<file path="src/rtl/ipq_pkg.sv">
// shared types and codes for the indexed priority task queue
package ipq_pkg;

  localparam int MODE_W = 2;
  localparam int TID_W  = 16;
  localparam int UID_W  = 16;
  localparam int PRI_W  = 32;
  localparam int ST_W   = 2;

  localparam logic [MODE_W-1:0] MODE_ADD  = 2'd0;
  localparam logic [MODE_W-1:0] MODE_CHG  = 2'd1;
  localparam logic [MODE_W-1:0] MODE_REM  = 2'd2;
  localparam logic [MODE_W-1:0] MODE_EXEC = 2'd3;

  localparam logic [ST_W-1:0] ST_OK        = 2'd0;
  localparam logic [ST_W-1:0] ST_FULL      = 2'd1;
  localparam logic [ST_W-1:0] ST_NOT_FOUND = 2'd2;
  localparam logic [ST_W-1:0] ST_EMPTY     = 2'd3;

  // running search results handed from cell to cell
  typedef struct packed {
    logic             found;
    logic             free_ok;
    logic             best_ok;
    logic [PRI_W-1:0] best_pri;
    logic [TID_W-1:0] best_tid;
    logic [UID_W-1:0] best_owner;
  } tok_t;

  // update broadcast to all cells, applied by the addressed one
  typedef struct packed {
    logic             en;
    logic             clr;
    logic             keyw;
    logic [TID_W-1:0] tid;
    logic [UID_W-1:0] owner;
    logic [PRI_W-1:0] pri;
  } wr_t;

endpackage

</file>
<file path="src/rtl/ipq_cell.sv">
// one table slot that folds its entry into the search token and passes it on
module ipq_cell import ipq_pkg::*; #(
  parameter int IW  = 6,
  parameter int IDX = 0
) (
  input  logic             clk,
  input  logic             rst,
  input  logic [TID_W-1:0] cmd_tid,
  input  logic             go_in,
  input  tok_t             tok_in,
  input  logic [IW-1:0]    found_idx_in,
  input  logic [IW-1:0]    free_idx_in,
  input  logic [IW-1:0]    best_idx_in,
  output logic             go_out,
  output tok_t             tok_out,
  output logic [IW-1:0]    found_idx_out,
  output logic [IW-1:0]    free_idx_out,
  output logic [IW-1:0]    best_idx_out,
  input  wr_t              wr,
  input  logic [IW-1:0]    wr_idx
);

  localparam logic [IW-1:0] MY_IDX = IW'(IDX);

  logic             valid;
  logic [TID_W-1:0] tid;
  logic [UID_W-1:0] owner;
  logic [PRI_W-1:0] pri;

  tok_t          tok_next;
  logic [IW-1:0] found_idx_next;
  logic [IW-1:0] free_idx_next;
  logic [IW-1:0] best_idx_next;
  logic          hit;
  logic          beats;
  logic          sel;

  assign hit   = valid && (tid == cmd_tid);
  assign beats = !tok_in.best_ok || ({pri, tid} > {tok_in.best_pri, tok_in.best_tid});
  assign sel   = wr.en && (wr_idx == MY_IDX);

  always_comb begin
    tok_next       = tok_in;
    found_idx_next = found_idx_in;
    free_idx_next  = free_idx_in;
    best_idx_next  = best_idx_in;
    if (hit && !tok_in.found) begin
      tok_next.found = 1'b1;
      found_idx_next = MY_IDX;
    end
    // lowest free slot wins since the token starts at slot zero
    if (!valid && !tok_in.free_ok) begin
      tok_next.free_ok = 1'b1;
      free_idx_next    = MY_IDX;
    end
    if (valid && beats) begin
      tok_next.best_ok    = 1'b1;
      tok_next.best_pri   = pri;
      tok_next.best_tid   = tid;
      tok_next.best_owner = owner;
      best_idx_next       = MY_IDX;
    end
  end

  always_ff @(posedge clk) begin
    if (rst) begin
      go_out <= 1'b0;
      valid  <= 1'b0;
    end else begin
      go_out <= go_in;
      if (sel) begin
        valid <= !wr.clr;
      end
    end
  end

  always_ff @(posedge clk) begin
    tok_out       <= tok_next;
    found_idx_out <= found_idx_next;
    free_idx_out  <= free_idx_next;
    best_idx_out  <= best_idx_next;
    if (sel && !wr.clr) begin
      pri <= wr.pri;
      if (wr.keyw) begin
        tid   <= wr.tid;
        owner <= wr.owner;
      end
    end
  end

endmodule

</file>
<file path="config.mk">
export PLATFORM = sky130hd
export DESIGN_NAME = ipq_cell
export DESIGN_NICKNAME = d
export VERILOG_FILES = /design/src/rtl/ipq_pkg.sv /design/src/rtl/ipq_cell.sv
export SDC_FILE = /design/constraint.sdc
export NUM_CORES = 1
export LEC_CHECK = 0
export ABC_AREA = 1
export BUFFER_PORTS_ARGS = -buffer_cell sky130_fd_sc_hd__buf_2
export CORE_UTILIZATION = 45
export CTS_BUF_LIST = sky130_fd_sc_hd__clkbuf_4
export CTS_CLUSTER_SIZE = 20
export DETAILED_ROUTE_END_ITERATION = 10
export MAX_ROUTING_LAYER = met4
export PLACE_DENSITY = 0.78
export RECOVER_POWER = 25
export SLEW_MARGIN = 5
export SYNTH_ARGS = -nofsm -noshare
export SYNTH_HDL_FRONTEND = slang
export SYNTH_SLANG_ARGS = --single-unit
export TNS_END_PERCENT = 100
</file>
<file path="constraint.sdc">
create_clock -name clk -period 5.06 [get_ports clk]
set_input_delay 1.012 -clock clk [delete_from_list [all_inputs] [get_ports clk]]
set_output_delay 1.012 -clock clk [all_outputs]
set_load 0.02 [all_outputs]
</file>
==> impl_metrics.env <==
export IMPL_outcome="finished with violations"
export IMPL_violations="capacitance limit, slew limit"
export IMPL_seq_area_frac_synth_pct=56.53
export IMPL_cts_root_buffer="clkbuf_4"
export IMPL_start_kind="input pin"
export IMPL_min_path_cells=2
export IMPL_crit_fanout=70
export IMPL_syn_area_um2=6481
export IMPL_fillers=1266
export IMPL_cts_tree="built"
export IMPL_grt_pass1_vias=4946
export IMPL_swShare_pct=25.66
export IMPL_rsz0062_at_grt="false"
export IMPL_synth_fp_nets=898
export IMPL_switchingPower_w=0.0005919
export IMPL_numClockSinks=151
export IMPL_final_hold_violation_count=0
export IMPL_yosysWarnings=0
export IMPL_initial_core_util_pct=46.33
export IMPL_antenna_found_initial=2
export IMPL_gr_total_overflow=0
export IMPL_dp_final_hpwl_um=11230
export IMPL_leakagePower_nw=4.232
export IMPL_wl_per_cell_um=13.24
export IMPL_synthTopCellsByCount="nand2_1, dfxtp_1, inv_1"
export IMPL_seq_area_um2=3664
export IMPL_slowest_delay_ns=0.58
export IMPL_clk_path_buf_depth=2
export IMPL_power_internal_w=0.001715
export IMPL_critical_path_required_ns=5.55
export IMPL_drc=0
export IMPL_core_area_um2=13990
export IMPL_hp_class="reg -> reg"
export IMPL_placed_cell_area_um2=7910
export IMPL_grt_util_all_layers_pct=21.46
export IMPL_post_route_min_period_ns=2.848
export IMPL_fin_ws_ns=2.212
export IMPL_num_rows=43
export IMPL_synth_edf_count=64
export IMPL_clock_skew_ns=0.01059
export IMPL_pre_cts_ws_ns=1.666
export IMPL_finalCritPeriodShare_pct=56.29
export IMPL_drv_cap=1
export IMPL_fmax_ghz=0.3511
export IMPL_cts_resized=0
export IMPL_yosys_area_top_type="edfxtp_1"
export IMPL_h_tree_depth=4
export IMPL_fin_nets=1160
export IMPL_grt_pass1_wl_um=23250
export IMPL_ctsHoldBuffers=0
export IMPL_syn_instance_count=673
export IMPL_synth_async_reset_ratio_pct=0
export IMPL_dp_cells=1096
export IMPL_slew_violations=40
export IMPL_drt_total_wl_um=14960
export IMPL_slew_limit_headroom_pct=-3.122
export IMPL_grt_max_degree=71
export IMPL_critPathArrivalTime_ns=3.34
export IMPL_netlist_top_cells_area="edfxtp_1, dfxtp_1, nand2_1"
export IMPL_netlist_area_leader_share_pct=29.65
export IMPL_yosys_most_used_dff="dfxtp_1"
export IMPL_first_pass_iters=4
export IMPL_via_count=5290
export IMPL_fp_dieW_um=122.0
export IMPL_r2r_cells=3
export IMPL_fin_cells=1130
export IMPL_cp_end_kind="flip-flop"
export IMPL_io_pins=263
export IMPL_power_density_nw_per_um2=282.0
export IMPL_worstMarginPinSlew_ns=1.545
export IMPL_place_congestion=0.8463
export IMPL_cts_buffers=17
export IMPL_pwr_share_clk_pct=31.2
export IMPL_seq_power_share_pct=57.0
export IMPL_cp_common_cell="nand2_1"
export IMPL_areaGrowthSynthToFinish_pct=26.20
export IMPL_die_y_um=122.0
export IMPL_final_area_um2=8179
export IMPL_setup_violations=0
export IMPL_path_clk_slew_ns=0.12
export IMPL_portBuffers=262
export IMPL_combinationalPowerShare_pct=11.8
export IMPL_vias_per_cell=4.681
export IMPL_ff2ff_setup_slack_ns=2.31
export IMPL_insertion_delay_ns=0.54
export IMPL_cts_setup_buffers=0
export IMPL_ir_drop_mv=0.1628
export IMPL_drive_gt1_share_pct=34.49
export IMPL_whs_ns=0.4752
export IMPL_fp_dieArea_um2=14890
export IMPL_multi_input_area_um2=2364
export IMPL_avgSynthCellArea_um2=9.630
export IMPL_netlist_cell_type_count=35
export IMPL_antenna_left=0
export IMPL_tns_ns=0
export IMPL_ys_ff_latch=151
export IMPL_critPathKind="in -> reg"
export IMPL_worstPathCellList="buf_2 -> inv_1 -> ha_1 -> nand2_1 -> nor2_1 -> and2_1 -> nand4_1 -> nor2_2 -> nand2_1 -> nand3_1 -> nand2_1 -> nand2_4 -> buf_4 -> nand3_1 -> nand2_1"
export IMPL_crit_slowest_cell="buf_4"
export IMPL_yosysMostFrequentCell="nand2_1"
export IMPL_drtIter0Drc=210
==> cell usage in the layout (no fill, tap or decap), types with 3 or more instances in the layout <==
master / count
a21boi_1: 6
a21oi_1: 21
buf_2: 259
buf_4: 3
clkbuf_1: 3
clkbuf_4: 18
clkinv_1: 3
clkinv_2: 5
dfxtp_1: 87
edfxtp_1: 64
ha_1: 48
inv_1: 80
inv_2: 5
nand2_1: 179
nand2_2: 10
nand2_4: 12
nand3_1: 71
nand4_1: 5
nor2_1: 27
nor2_4: 3
nor3_1: 4
o21ai_0: 5
or2_2: 3
xor2_1: 5
==> worst paths after layout <==
kind / start / endpoint
max: tok_in[59] / tok_out[1]$_DFF_P_
min: owner[8]$_DFFE_PP_ / tok_out[8]$_DFF_P_
max reg2reg: valid$_SDFFE_PP0P_ / tok_out[10]$_DFF_P_
min reg2reg: owner[8]$_DFFE_PP_ / tok_out[8]$_DFF_P_
==> per-stage QoR <==
stage / total power [W] / util, %
2_1_floorplan: 0.001485 / -
3_5_place_dp: 0.001617 / 56.55
6_report: 0.002307 / 58.47
4_1_cts: 0.002336 / 58.47
5_1_grt: 0.002419 / 58.47
3_3_place_gp: 0.001610 / 56.55
==> flip-flops by register name, indices dropped and copies added (netlist names) <==
| register | flops |
|---|---|
| pri | 32 |
| found_idx_out | 6 |
| tok_out | 67 |
| best_idx_out | 6 |
| owner | 16 |
| go_out | 1 |
| free_idx_out | 6 |
| valid | 1 |
| tid | 16 |
==> cell families (layout without fill, tap and decap cells) <==
logic type	count (synthesis)	count (layout)	synth area share [%]
buffers and inverters	108	383	7.239
and+or+nand+nor	319	319	22.37
xor gates and xnor gates	7	7	0.9460
AOI/OAI and AO/OA	40	40	3.649
DFF	151	151	56.53
other	0	2	0
adders and majority gates	48	48	9.266
==> worst max-delay path, delay by kind of cell <==
kind | cells | cell delay (ns)
buf+inv | 3 | 0.71
fa+ha+maj | 1 | 0.29
simple gates | 11 | 1.25
==> per-layer routing <==
metal  global-route usage, %  routed length [µm]  up-vias
li1                        -                   -     2714
met1                   24.65                6300     2374
met2                   35.66                7501      184
met3                   6.601                 973       18
met4                   6.713                 189        0
met5                       -                   0        -
==> power by group through the flow <==
stage / clock network [W] / logic (W) / registers, W
final: 0.000720 / 0.000272 / 0.00132
after global routing: 0.000797 / 0.000302 / 0.00132
after CTS: 0.000745 / 0.000275 / 0.00132
after detailed placement: 0 / 0.000274 / 0.00134
after global placement: 0 / 0.000268 / 0.00134
after floorplan: 0 / 0.0000940 / 0.00139
==> cell type report <==
cell class,instances,area share [%]
tap,180,2.754
sequential,151,44.79
inverter,86,3.947
clock inverter,14,1.637
antenna,2,0.06119
clock buffer,18,1.652
multi-input combinational,414,28.90
timing repair buffer,265,16.26
Note: power is estimated with default switching activity, not from simulation.
